--- src/hdl/ppc_pkg.sv ---
// Shared types, constants and letter arithmetic for the polyalphabetic cipher.
package ppc_pkg;

  localparam int LETTER_W      = 5;
  localparam int SLOT_W        = 4;
  localparam int POS_W         = 4;
  localparam int LEN_W         = 5;
  localparam int KIND_W        = 2;
  localparam int MODE_W        = 2;
  localparam int REG_IDX_W     = 2;
  localparam int CFG_DATA_W    = 5;
  localparam int ALPHA         = 26;
  localparam int KEY_SLOTS_DEF = 16;

  localparam logic [KIND_W-1:0] KIND_VIG  = 2'd0;
  localparam logic [KIND_W-1:0] KIND_BEAU = 2'd1;
  localparam logic [KIND_W-1:0] KIND_VAR  = 2'd2;

  localparam logic [MODE_W-1:0] MODE_FIXED = 2'd0;
  localparam logic [MODE_W-1:0] MODE_AUTO  = 2'd1;
  localparam logic [MODE_W-1:0] MODE_PROG  = 2'd2;

  localparam logic OP_LOAD = 1'b0;
  localparam logic OP_TEXT = 1'b1;

  localparam logic [REG_IDX_W-1:0] REG_KIND = 2'd0;
  localparam logic [REG_IDX_W-1:0] REG_DIR  = 2'd1;
  localparam logic [REG_IDX_W-1:0] REG_MODE = 2'd2;
  localparam logic [REG_IDX_W-1:0] REG_LEN  = 2'd3;

  typedef logic [LETTER_W-1:0] letter_t;

  typedef struct packed {
    logic [KIND_W-1:0] kind;
    logic              dec;
    logic [MODE_W-1:0] mode;
  } cfg_t;

  function automatic letter_t red26(input letter_t v);
    return (v >= letter_t'(ALPHA)) ? letter_t'(v - letter_t'(ALPHA)) : v;
  endfunction

  function automatic letter_t neg26(input letter_t v);
    return (v == '0) ? '0 : letter_t'(letter_t'(ALPHA) - v);
  endfunction

  function automatic letter_t inc26(input letter_t v);
    return (v >= letter_t'(ALPHA - 1)) ? '0 : letter_t'(v + letter_t'(1));
  endfunction

  function automatic letter_t dec26(input letter_t v);
    return (v == '0) ? letter_t'(ALPHA - 1) : letter_t'(v - letter_t'(1));
  endfunction

endpackage

--- src/hdl/ppc_cipher_alu.sv ---
// Letter arithmetic: output letter, key shift update and key conversion on load.
module ppc_cipher_alu (
  input  ppc_pkg::cfg_t    cfg_i,
  input  logic             op_i,
  input  ppc_pkg::letter_t letter_i,
  input  ppc_pkg::letter_t shift_i,
  output ppc_pkg::letter_t res_o,
  output logic             upd_en_o,
  output ppc_pkg::letter_t upd_data_o
);
  import ppc_pkg::*;

  letter_t          l;
  letter_t          plain;
  letter_t          load_shift;
  logic             beau;
  logic             flip;
  logic             neg_load;
  logic [LETTER_W:0] sum;

  always_comb begin
    l        = red26(letter_i);
    beau     = (cfg_i.kind == KIND_BEAU);
    flip     = cfg_i.dec && !beau;
    neg_load = (cfg_i.kind == KIND_VAR) ? !cfg_i.dec : cfg_i.dec;
    if (beau) begin
      sum = (LETTER_W+1)'(letter_t'(ALPHA - 1) - l) + (LETTER_W+1)'(shift_i);
    end else begin
      sum = (LETTER_W+1)'(l) + (LETTER_W+1)'(shift_i);
    end
    res_o = (sum >= (LETTER_W+1)'(ALPHA)) ? letter_t'(sum - (LETTER_W+1)'(ALPHA))
                                           : letter_t'(sum);
    plain = cfg_i.dec ? res_o : l;
    if (beau) begin
      load_shift = inc26(l);
    end else begin
      load_shift = neg_load ? neg26(l) : l;
    end

    upd_en_o   = 1'b0;
    upd_data_o = load_shift;
    if (op_i == OP_LOAD) begin
      upd_en_o = 1'b1;
    end else begin
      case (cfg_i.mode)
        MODE_AUTO: begin
          upd_en_o   = 1'b1;
          upd_data_o = flip ? neg26(plain) : plain;
        end
        MODE_PROG: begin
          upd_en_o   = 1'b1;
          upd_data_o = flip ? dec26(shift_i) : inc26(shift_i);
        end
        default: begin
          upd_en_o = 1'b0;
        end
      endcase
    end
  end

endmodule

--- src/hdl/periodic_polyalphabetic_cipher.sv ---
// Top level of the periodic polyalphabetic cipher with its key shift memory.
//
// Input beats on the s_axis channel carry either a key letter to load into a
// slot (tuser low) or a text letter to encipher or decipher (tuser high).
// Each text beat gives one output beat on m_axis; a load beat gives none.
// The mode registers are written through the cfg port; the user must write
// them only while no beat is in flight, as the block does not enforce it.
// A text beat passes from the memory read stage to the output register, which
// drives m_axis. Throughput is one beat per cycle while m_axis does not stall,
// set by the single read-modify-write of the key shift memory; a write back is
// forwarded to a read of the same slot issued in the same cycle.
// Reset clears the key position, the mode registers and all valid flags; the
// key memory is not cleared and every slot in use must be loaded first.
// When m_axis stalls, the output register holds its beat, one more beat waits
// in the memory read stage, and tready then drops until the output drains.
module periodic_polyalphabetic_cipher #(
  parameter int KEY_SLOTS = ppc_pkg::KEY_SLOTS_DEF
) (
  input  logic                              clk_i,
  input  logic                              rst_ni,
  input  logic                              cfg_we_i,
  input  logic [ppc_pkg::REG_IDX_W-1:0]     cfg_idx_i,
  input  logic [ppc_pkg::CFG_DATA_W-1:0]    cfg_wdata_i,
  input  logic                              s_axis_tvalid,
  output logic                              s_axis_tready,
  // [3:0] key_slot, [8:4] letter
  input  logic [15:0]                       s_axis_tdata,
  // [0] opcode
  input  logic                              s_axis_tuser,
  output logic                              m_axis_tvalid,
  input  logic                              m_axis_tready,
  // [4:0] out_letter
  output logic [7:0]                        m_axis_tdata
);
  import ppc_pkg::*;

  localparam int IdxW = (KEY_SLOTS > 1) ? $clog2(KEY_SLOTS) : 1;

  cfg_t             cfg_q;
  logic [LEN_W-1:0] len_q;
  logic [POS_W-1:0] pos_q, pos_d;

  letter_t mem [KEY_SLOTS];

  logic            in_fire;
  logic [SLOT_W-1:0] in_slot;
  letter_t         in_letter;
  logic            in_op;
  logic [IdxW-1:0] rd_idx;
  logic            in_ld_ok;

  logic            s1_valid_q, s1_op_q, s1_ld_ok_q, fwd_q;
  letter_t         s1_letter_q, rdata_q, fwd_data_q;
  logic [IdxW-1:0] s1_idx_q;
  logic            s1_adv;
  logic            wr_en;
  letter_t         shift;
  letter_t         res, upd_data;
  logic            upd_en;

  logic            out_valid_q;
  letter_t         out_letter_q;

  int              eff_len;
  int              next_pos;

  assign in_slot   = s_axis_tdata[SLOT_W-1:0];
  assign in_letter = s_axis_tdata[SLOT_W+LETTER_W-1:SLOT_W];
  assign in_op     = s_axis_tuser;
  assign in_fire   = s_axis_tvalid && s_axis_tready;

  assign s1_adv        = s1_valid_q && ((s1_op_q == OP_LOAD) || !out_valid_q || m_axis_tready);
  assign s_axis_tready = !s1_valid_q || s1_adv;

  always_comb begin
    in_ld_ok = (32'(in_slot) < KEY_SLOTS);
    if (in_op == OP_LOAD) begin
      rd_idx = IdxW'(in_slot);
    end else begin
      rd_idx = (32'(pos_q) < KEY_SLOTS) ? IdxW'(pos_q) : '0;
    end
    eff_len  = (len_q == '0) ? 1 : ((32'(len_q) > KEY_SLOTS) ? KEY_SLOTS : 32'(len_q));
    next_pos = 32'(pos_q) + 1;
    pos_d    = pos_q;
    if (in_fire) begin
      if (in_op == OP_LOAD) begin
        if (in_ld_ok) begin
          pos_d = '0;
        end
      end else begin
        pos_d = (next_pos >= eff_len) ? '0 : POS_W'(next_pos);
      end
    end
  end

  always_ff @(posedge clk_i or negedge rst_ni) begin
    if (!rst_ni) begin
      cfg_q.kind <= KIND_VIG;
      cfg_q.dec  <= 1'b0;
      cfg_q.mode <= MODE_FIXED;
      len_q      <= LEN_W'(1);
      pos_q      <= '0;
    end else begin
      pos_q <= pos_d;
      if (cfg_we_i) begin
        unique case (cfg_idx_i)
          REG_KIND: cfg_q.kind <= cfg_wdata_i[KIND_W-1:0];
          REG_DIR:  cfg_q.dec  <= cfg_wdata_i[0];
          REG_MODE: cfg_q.mode <= cfg_wdata_i[MODE_W-1:0];
          REG_LEN:  len_q      <= cfg_wdata_i[LEN_W-1:0];
          default: begin
          end
        endcase
      end
    end
  end

  ppc_cipher_alu u_alu (
    .cfg_i      (cfg_q),
    .op_i       (s1_op_q),
    .letter_i   (s1_letter_q),
    .shift_i    (shift),
    .res_o      (res),
    .upd_en_o   (upd_en),
    .upd_data_o (upd_data)
  );

  assign shift = fwd_q ? fwd_data_q : rdata_q;
  assign wr_en = s1_adv && upd_en && ((s1_op_q != OP_LOAD) || s1_ld_ok_q);

  always_ff @(posedge clk_i) begin
    if (wr_en) begin
      mem[s1_idx_q] <= upd_data;
    end
    if (in_fire) begin
      rdata_q <= mem[rd_idx];
    end
  end

  always_ff @(posedge clk_i or negedge rst_ni) begin
    if (!rst_ni) begin
      s1_valid_q  <= 1'b0;
      out_valid_q <= 1'b0;
    end else begin
      if (in_fire) begin
        s1_valid_q <= 1'b1;
      end else if (s1_adv) begin
        s1_valid_q <= 1'b0;
      end
      if (s1_adv && (s1_op_q == OP_TEXT)) begin
        out_valid_q <= 1'b1;
      end else if (m_axis_tready) begin
        out_valid_q <= 1'b0;
      end
    end
  end

  always_ff @(posedge clk_i) begin
    if (in_fire) begin
      s1_op_q     <= in_op;
      s1_letter_q <= in_letter;
      s1_idx_q    <= rd_idx;
      s1_ld_ok_q  <= in_ld_ok;
      fwd_q       <= wr_en && (s1_idx_q == rd_idx);
      fwd_data_q  <= upd_data;
    end
    if (s1_adv && (s1_op_q == OP_TEXT)) begin
      out_letter_q <= res;
    end
  end

  assign m_axis_tvalid = out_valid_q;
  assign m_axis_tdata  = 8'(out_letter_q);

`ifndef SYNTH
  a_load_restarts: assert property (@(posedge clk_i) disable iff (!rst_ni)
    (in_fire && (in_op == OP_LOAD) && in_ld_ok) |=> (pos_q == '0))
    else $error("key load did not restart the key position");

  a_text_to_out: assert property (@(posedge clk_i) disable iff (!rst_ni)
    (s1_adv && (s1_op_q == OP_TEXT)) |=> out_valid_q)
    else $error("text beat left the read stage without an output beat");

  a_ready_when_free: assert property (@(posedge clk_i) disable iff (!rst_ni)
    !out_valid_q |-> s_axis_tready)
    else $error("input stalled while the output register is empty");

  a_no_lost_out: assert property (@(posedge clk_i) disable iff (!rst_ni)
    (out_valid_q && !m_axis_tready) |=> (out_valid_q && $stable(out_letter_q)))
    else $error("stalled output beat was overwritten");
`endif

endmodule

--- config.mk ---
export PLATFORM = sky130hd
export DESIGN_NAME = periodic_polyalphabetic_cipher
export DESIGN_NICKNAME = d
export VERILOG_FILES = /design/src/hdl/ppc_pkg.sv /design/src/hdl/ppc_cipher_alu.sv /design/src/hdl/periodic_polyalphabetic_cipher.sv
export SDC_FILE = /design/constraint.sdc
export NUM_CORES = 1
export LEC_CHECK = 0
export BUFFER_PORTS_ARGS = -buffer_cell sky130_fd_sc_hd__buf_2
export CORE_ASPECT_RATIO = 0.8
export CORE_MARGIN = 2
export CORE_UTILIZATION = 60
export DETAILED_ROUTE_END_ITERATION = 8
export GPL_TIMING_DRIVEN = 1
export MAX_ROUTING_LAYER = met4
export PLACE_DENSITY = 0.9
export SKIP_LAST_GASP = 1
export SYNTH_ARGS = -nofsm -noshare
export SYNTH_HDL_FRONTEND = slang
export SYNTH_SLANG_ARGS = --single-unit
--- constraint.sdc ---
create_clock -name clk_i -period 7 [get_ports clk_i]
set_clock_uncertainty 0.1 [all_clocks]
set_input_delay 1.4 -clock clk_i [delete_from_list [all_inputs] [get_ports clk_i]]
set_output_delay 1.4 -clock clk_i [all_outputs]
set_load 0.005 [all_outputs]
# [Yosys cells after proc, flatten, opt, wreduce, memory -nomap -nowiden]
# Memory sizes are Yosys's and may differ from the RTL's. A register that Yosys moved wholly into a read port is not among the register bits.
# Index checks and enable logic that the tools add are counted.
[word_totals] mem_count=1 out_inout_bits=10 ramBits=80 in_bits=29 reg_bits=37 elab_cells=95
[op_classes] n_addsub=11 bitwise_logic=1 reduce_logical=25 n_mux=30 n_lt_le_gt_ge=6 n_eq_ne=8
[mem_list] name="mem" words=16 word_bits=5 read_ports=1 rd_clocked_by_memory_dff=1 write_ports=1 line="periodic_polyalphabetic_cipher.sv:43" rtl="letter_t mem [KEY_SLOTS];"
[op_table] cell="$mux W5" count=16
[op_table] cell="$logic_not A5 Y1" count=4
[op_table] cell="$ge A5 B5 Y1 const B" count=3
[op_table] cell="$mux W4" count=3
[op_table] cell="$add A5 B1 Y5 const B" count=2
[op_table] cell="$pmux W5 S2" count=1
[op_table] cell="$sub A5 B5 Y5 const A" count=2
[op_table] cell="$sub A5 B5 Y5 const B" count=2
[op_table] cell="$mux W1" count=9
[op_table] cell="$eq A2 B2 Y1 const B" count=4
[op_table] cell="$reduce_and A2 Y1" count=4
[op_table] cell="$add A5 B5 Y6" count=1
[op_table] cell="$add A6 B5 Y6" count=1
[op_table] cell="$eq A2 B1 Y1 const B" count=3
[op_table] cell="$ge A6 B5 Y1 const B" count=1
[op_table] cell="$logic_and A1 B1 Y1" count=6
[op_table] cell="$mux W6" count=1
[op_table] cell="$sub A5 B5 Y6 const A" count=1
[op_table] cell="$add A4 B1 Y5 const B" count=1
[op_table] cell="$ge A5 B5 Y1" count=1
[op_table] cell="$gt A5 B5 Y1 const B" count=1
[op_table] cell="$sub A5 B1 Y5 const B" count=1
[op_table] cell="$eq A4 B4 Y1" count=1
[op_table] cell="$logic_not A1 Y1" count=4
[op_table] cell="other kinds (5)" count=8

# [Depth between registers and ports, before layout]
[logic_depth] word_depth=13 ltp_mapped=22 ltp_nobuf=22

# [Hierarchy]
# Synthesis repeated with hierarchy kept, for this count alone.
[unflattened] cells_unflattened=517 hier_area_um2=6545.0
[modules_own_cells] mod="periodic_polyalphabetic_cipher" area_each_um2=4976.0 seq_area_each_um2=3584.7 cells_each=286 instances=1
[modules_own_cells] mod="ppc_cipher_alu" area_each_um2=1569.0 seq_area_each_um2=0.0 cells_each=231 instances=1

# [Worst setup path after synthesis]
# Ideal clock, no wire load.
[synth_path] kind="register -> register" start="register s1_letter_q[1]" end="register fwd_data_q[1], data pin" arrival_time_ps=4918 period_less_slack_ps=5327 slack_ps=1673 t_required_ps=6592 setup_ps=308 stages_incl_launch_ff=22 path_buffers=0 cell_sequence="edfxtp_1 -> inv_1 -> ha_1 -> o21a_1 -> o21ai_0 -> inv_1 -> ha_1 -> ha_1 -> a21oi_1 -> and4_1 -> o32a_1 -> o41ai_1 -> a21oi_1 -> a21boi_0 -> a31oi_2 -> nor2b_2 -> o21ai_0 -> ha_1 -> nand2_1 -> o211ai_1 -> a21o_1 -> a31oi_1"
[synth_via] elab_chain_len=13 elab_cells_between_ends=25 cone_classes="add/sub (8); order compare (3); mux (12); reduce/logical (2)"
[synth_rtl] element="start: declaration" line="periodic_polyalphabetic_cipher.sv:53" rtl="letter_t s1_letter_q, rdata_q, fwd_data_q;"
[synth_rtl] element="start signal: assignment" line="periodic_polyalphabetic_cipher.sv:161" rtl="s1_letter_q <= in_letter;"
[synth_rtl] element="$sub A5 B5 Y5 / $ge A5 B5 Y1 (equally long branches)" line="ppc_pkg.sv:40" rtl="return (v >= letter_t'(ALPHA)) ? letter_t'(v - letter_t'(ALPHA)) : v;"
[synth_rtl] element="$mux W5 *" line="ppc_pkg.sv:40"
[synth_rtl] element="$sub A5 B5 Y6" line="ppc_cipher_alu.sv:27" rtl="sum = (LETTER_W+1)'(letter_t'(ALPHA - 1) - l) + (LETTER_W+1)'(shift_i);"
[synth_rtl] element="$add A6 B5 Y6" line="ppc_cipher_alu.sv:27"
[synth_rtl] element="$mux W6" line="ppc_cipher_alu.sv:26" rtl="if (beau) begin"
[synth_rtl] element="$sub A5 B5 Y5 / $ge A6 B5 Y1 (equally long branches)" line="ppc_cipher_alu.sv:31" rtl="res_o = (sum >= (LETTER_W+1)'(ALPHA)) ? letter_t'(sum - (LETTER_W+1)'(ALPHA))"
[synth_rtl] element="$mux W5" line="ppc_cipher_alu.sv:31"
[synth_rtl] element="$mux W5" line="ppc_cipher_alu.sv:33" rtl="plain = cfg_i.dec ? res_o : l;"
[synth_rtl] element="$sub A5 B5 Y5 / $logic_not A5 Y1 (equally long branches)" line="ppc_pkg.sv:44" rtl="return (v == '0) ? '0 : letter_t'(letter_t'(ALPHA) - v);"
[synth_rtl] element="$mux W5" line="ppc_pkg.sv:44"
[synth_rtl] element="$mux W5" line="ppc_cipher_alu.sv:48" rtl="upd_data_o = flip ? neg26(plain) : plain;"
[synth_rtl] element="$pmux W5 S2" line="ppc_cipher_alu.sv:45" rtl="case (cfg_i.mode)"
[synth_rtl] element="$mux W5 *" line="ppc_cipher_alu.sv:42" rtl="if (op_i == OP_LOAD) begin"
[synth_rtl] element="net u_alu.upd_data_o[1]" line="ppc_cipher_alu.sv:9" rtl="output ppc_pkg::letter_t upd_data_o"
[synth_rtl] element="end signal: assignment" line="periodic_polyalphabetic_cipher.sv:165" rtl="fwd_data_q <= upd_data;"
[synth_rtl] element="end: declaration" line="periodic_polyalphabetic_cipher.sv:53"
# Mark *: on every way through the listed nets, which the timed path passes. The rest lies on a longest branch.
# A chain may end at the register's enable or synchronous reset.

# [Worst setup path in the final report]
[layout_path] start="register fwd_q" end="memory mem[10][2] (netlist bit), data pin"
[layout_via] elab_chain_len=11 elab_cells_between_ends=21 cone_classes="add/sub (6); order compare (2); mux (11); reduce/logical (2)"
[layout_rtl] element="start: declaration" line="periodic_polyalphabetic_cipher.sv:52" rtl="logic s1_valid_q, s1_op_q, s1_ld_ok_q, fwd_q;"
[layout_rtl] element="start signal: assignment" line="periodic_polyalphabetic_cipher.sv:164" rtl="fwd_q <= wr_en && (s1_idx_q == rd_idx);"
[layout_rtl] element="$mux W5 *" line="periodic_polyalphabetic_cipher.sv:128" rtl="assign shift = fwd_q ? fwd_data_q : rdata_q;"
[layout_rtl] element="$add A6 B5 Y6 / $add A5 B5 Y6 (equally long branches)" line="ppc_cipher_alu.sv:27, ppc_cipher_alu.sv:29"
[layout_rtl] element="$mux W6" line="ppc_cipher_alu.sv:26"
[layout_rtl] element="$sub A5 B5 Y5 / $ge A6 B5 Y1 (equally long branches)" line="ppc_cipher_alu.sv:31"
[layout_rtl] element="$mux W5" line="ppc_cipher_alu.sv:31"
[layout_rtl] element="$mux W5" line="ppc_cipher_alu.sv:33"
[layout_rtl] element="$sub A5 B5 Y5 / $logic_not A5 Y1 (equally long branches)" line="ppc_pkg.sv:44"
[layout_rtl] element="$mux W5" line="ppc_pkg.sv:44"
[layout_rtl] element="$mux W5" line="ppc_cipher_alu.sv:48"
[layout_rtl] element="$pmux W5 S2 *" line="ppc_cipher_alu.sv:45"
[layout_rtl] element="$mux W5 *" line="ppc_cipher_alu.sv:42"
[layout_rtl] element="net u_alu.upd_data_o[2]" line="ppc_cipher_alu.sv:9"
[layout_rtl] element="end: declaration" line="periodic_polyalphabetic_cipher.sv:43"
# Marked as above.

==> flow_summary.ini <==
[global_route]
grt_remaining_overflow = 0
via_count_of_the_first_global_routing_pass = 5073
grt_start_max_net_pins = 42
grt_pass1_wl_um = 25660
initial_antenna_violation_count = 0
grt_use_total_pct = 28.62

[clock_network]
clock_transition_at_the_register_clock_pins_on_the_worst_setup_and_hold_paths_after_cts_ns = 0.06
clk-insertion-delay-late_ns = 0.42
cts_buffers = 17
clock_sinks = 122
post_cts_buffers = 0
cts.root.buffer_cell = sky130_fd_sc_hd__clkbuf_16
cts_resized = 0
cts_buffer_depth = 2
h-tree-depth = 4
holdBufCountCts = 0
cts_tree = built

[hold_path]
hold_depth = 1
hold_end = len_q[4]
worstHoldPathType = reg -> reg
hold_path_startpoint = len_q[4]

[power]
total_power_w = 0.002709
swShare_pct = 35.89
share_seq_of_total_power_pct = 35.8
pwr-share-clk_pct = 30.2
p_leak_nw = 2.973
p_sw_w = 0.0009722
p_int_w = 0.001737
combinational_fraction_of_design_power_pct = 34.0
power.density_cell_area_mw_per_mm2 = 354.6
ir_worst_vdd_v = 0.0001967

[finish]
layout-area-overhead-vs-synth_pct = 12.47
ff_latch_area_mm2 = 0.003585
final_nets = 720
filler_cell_count = 728
final_layout_size_suffix_gt1_share_pct = 16.44
multiInputGateArea_mm2 = 0.002974
diodes = 0

[timing]
tightest_slew_ns = 1.009
slew-limit-headroom_pct = 32.19
hold_violations = 0
period_share_pct = 83.15
period_needed_ns = 5.821
setup_total_neg_slack_ns = 0
setup-violations-final = 0
setup_repair_after_global_routing_missed_its_margin = false
timing_max_transition_violations_final = 0
fmaxAchievable_mhz = 171.8

[die]
die_area_mm2 = 0.01219
io_pins = 39
die_y_um = 99.16
initial_core_util_pct = 62.12
fp.dieW_um = 123.0
core_mm2 = 0.01093
floorplan.rows = 34

[critical_path]
critical-path-top-cell-by-count = sky130_fd_sc_hd__ha_1
crit_required_ns = 7.03
path_max_fanout = 17
timing.critical_path.arrival_ns = 5.85
setup.worst_path.class = reg -> reg
worst_setup_slack_for_register_to_register_paths_ns = 1.18
ff2ff_path_depth = 18
start_kind = flip-flop
cp_cell_sequence = mux2i_1 > inv_1 > ha_1 > ha_1 > nand3_1 > a211oi_1 > o32a_1 > o41ai_1 > a21oi_1 > a21boi_0 > a31oi_2 > nor2b_2 > o21ai_0 > ha_1 > nand2_1 > xnor2_1 > a211oi_1 > o22a_1
worstReg2RegEnd = mem[10][2]
critical_path_end_type = flip-flop
max_stage_delay_ns = 0.67
regToRegStartpoint = fwd_q
crit_path_top_delay_cell = sky130_fd_sc_hd__mux2i_1

[yosys]
synth.ff_latch_count = 122
synth_area_mm2 = 0.006792
synth-warning-count = 0
number_of_flops_mapped_to_enable_cells_by_yosys = 106
synthesis.instances = 632
netlist-cell-type-count = 81
flip_flop_cell_with_the_highest_count_after_synthesis = sky130_fd_sc_hd__edfxtp_1
asyncSetResetFlopFracSynth_pct = 13.11
synthesis.area_per_instance_um2 = 10.75
seq_area_frac_synth_pct = 52.78

[routing]
viasPerCell = 6.413
wl_met3_um = 1687
wirelength_met1_um = 6444
met2WireLength_um = 7624
num_vias = 5252
top_layer_used = met4
drt_iter0_markers = 550
detail_route.first_pass.iterations = 5
routedWlPerCell_um = 19.64
detail_route.wirelength_um = 16090
remaining_drc_errors = 0
antenna_violating_nets_post_route = 0

[placed_design]
port_buffers = 28
gp_congestion = 0.9568
detailed_placer_s_ending_hpwl_um = 10630

[status]
outcome = finished clean

[run]
max_cap_violations = 0
-- cell families (layout without fill, tap and decap cells) --
family / count (synthesis) / count (layout) / synth area share [%]
AO/OA/AOI/OAI: 131 / 131 / 13.91
XOR/XNOR: 16 / 16 / 2.377
adder cells (fa/ha/maj): 29 / 29 / 5.453
buffers and inverters: 63 / 104 / 3.776
flip-flops: 122 / 122 / 52.78
multiplexers: 26 / 26 / 4.385
other: 1 / 3 / 0.05522
AND/OR/NAND/NOR: 244 / 244 / 17.26
-- cell usage in the layout, fill, tap and decap left out, types with 3 or more instances in the layout --
cell	instances
sky130_fd_sc_hd__inv_6	8
sky130_fd_sc_hd__nand2_1	112
sky130_fd_sc_hd__buf_2	28
sky130_fd_sc_hd__o21ai_0	20
sky130_fd_sc_hd__nor2_1	38
sky130_fd_sc_hd__edfxtp_1	106
sky130_fd_sc_hd__nand4_1	3
sky130_fd_sc_hd__clkbuf_16	17
sky130_fd_sc_hd__clkinv_4	3
sky130_fd_sc_hd__buf_4	10
sky130_fd_sc_hd__a21o_1	4
sky130_fd_sc_hd__mux2i_1	8
sky130_fd_sc_hd__a22o_1	3
sky130_fd_sc_hd__xnor2_1	12
sky130_fd_sc_hd__nand3b_1	4
sky130_fd_sc_hd__nor2b_1	6
sky130_fd_sc_hd__inv_2	3
sky130_fd_sc_hd__dfrtp_1	15
sky130_fd_sc_hd__inv_1	29
sky130_fd_sc_hd__a311oi_1	12
sky130_fd_sc_hd__and3_1	17
sky130_fd_sc_hd__a211oi_1	12
sky130_fd_sc_hd__o21ai_1	3
sky130_fd_sc_hd__nand3_1	22
sky130_fd_sc_hd__conb_1	3
sky130_fd_sc_hd__nor3_1	16
sky130_fd_sc_hd__ha_1	28
sky130_fd_sc_hd__o21a_1	3
sky130_fd_sc_hd__nand2b_1	9
sky130_fd_sc_hd__mux2_2	13
sky130_fd_sc_hd__a31oi_1	15
sky130_fd_sc_hd__a21oi_1	27
-- worst max path at each step --
stage | cells past startpoint | from | slack (ns) | end
6_report | 18 | fwd_q | 1.18 | mem[10][2]
2_1_floorplan | 21 | s1_letter_q[1] | 1.67 | fwd_data_q[1]
3_3_place_gp | 22 | s1_letter_q[1] | 1.51 | mem[2][2]
3_5_place_dp | 22 | s1_letter_q[1] | 1.36 | mem[2][2]
5_1_grt | 22 | s1_letter_q[1] | 0.81 | mem[7][2]
4_1_cts | 22 | s1_letter_q[1] | 1.32 | mem[10][2]
-- area by class of cell --
class | instances | area share, %
Tap cell | 144 | 2.359
Multi-Input combinational cell | 449 | 38.94
Sequential cell | 122 | 46.93
Clock inverter | 15 | 1.671
Timing Repair Buffer | 38 | 2.817
Inverter | 34 | 1.720
Clock buffer | 17 | 5.569
-- worst max-delay path: cells and delay by family (launching register included) --
| kind | cells | cell delay, ns |
|---|---|---|
| AO/OA/AOI/OAI | 9 | 2.42 |
| multiplexers | 1 | 0.67 |
| buffers and inverters | 1 | 0.22 |
| XOR/XNOR | 1 | 0.09 |
| adder cells (fa/ha/maj) | 3 | 1.02 |
| flip-flops | 1 | 0.58 |
| AND/OR/NAND/NOR | 3 | 0.42 |
-- power groups by stage --
stage          clock [W]  combinational, W  sequential [W]
2_1_floorplan          0          0.000664        0.000966
6_report        0.000818          0.000921        0.000970
4_1_cts         0.000823          0.000901        0.000969
5_1_grt         0.000855           0.00101        0.000977
3_3_place_gp           0          0.000850        0.000978
3_5_place_dp           0          0.000888        0.000983
-- through the flow --
step	utilization, %	instances	setup WS [ns]	instance area [µm²]	hold WS, ns
floorplan	-	634	1.673	6799	0.4028
global placement	64.81	787	1.514	7086	0.4196
finish	69.87	819	1.179	7639	0.4436
detailed placement	64.81	787	1.364	7086	0.4325
CTS	69.87	819	1.316	7639	0.4458
global route	69.87	819	0.8105	7639	0.4517
-- Yosys cell counts (all sizes together), types with 3 or more instances --
cell | count | area share [%]
inv | 33 | 1.9
o31ai | 4 | 0.72
a211oi | 12 | 1.3
mux2 | 14 | 2.4
nand3 | 22 | 1.6
nor2 | 38 | 2.1
clkbuf | 18 | 0.99
nand2 | 113 | 6.4
a21oi | 28 | 2.1
nand2b | 9 | 0.83
o21ai | 23 | 1.7
xnor2 | 13 | 1.8
buf | 11 | 0.85
o21a | 3 | 0.33
and3 | 18 | 1.7
mux2i | 12 | 2.0
a22o | 3 | 0.39
nor2b | 7 | 0.68
edfxtp | 106 | 47
nor3 | 17 | 1.3
ha | 28 | 5.2
dfrtp | 15 | 5.5
a311oi | 13 | 1.8
a31oi | 16 | 1.6
nand4 | 3 | 0.28
a21o | 5 | 0.66
nand3b | 4 | 0.44
-- state kept, by name, summed over array words and instances, names as in the netlist --
register	flops
mem	80
cfg_q	5
fwd_data_q	5
len_q	5
out_letter_q	5
rdata_q	5
s1_letter_q	5
pos_q	4
s1_idx_q	4
fwd_q	1
m_axis_tvalid	1
s1_op_q	1
s1_valid_q	1
-- per-layer routing --
| metal | global-route usage (%) | up-vias |
|---|---|---|
| li1 | - | 2394 |
| met1 | 38.17 | 2512 |
| met2 | 43.73 | 307 |
| met3 | 6.250 | 39 |
| met4 | 9.903 | 0 |
| met5 | - | - |
Power figures use the tool's default switching activity.
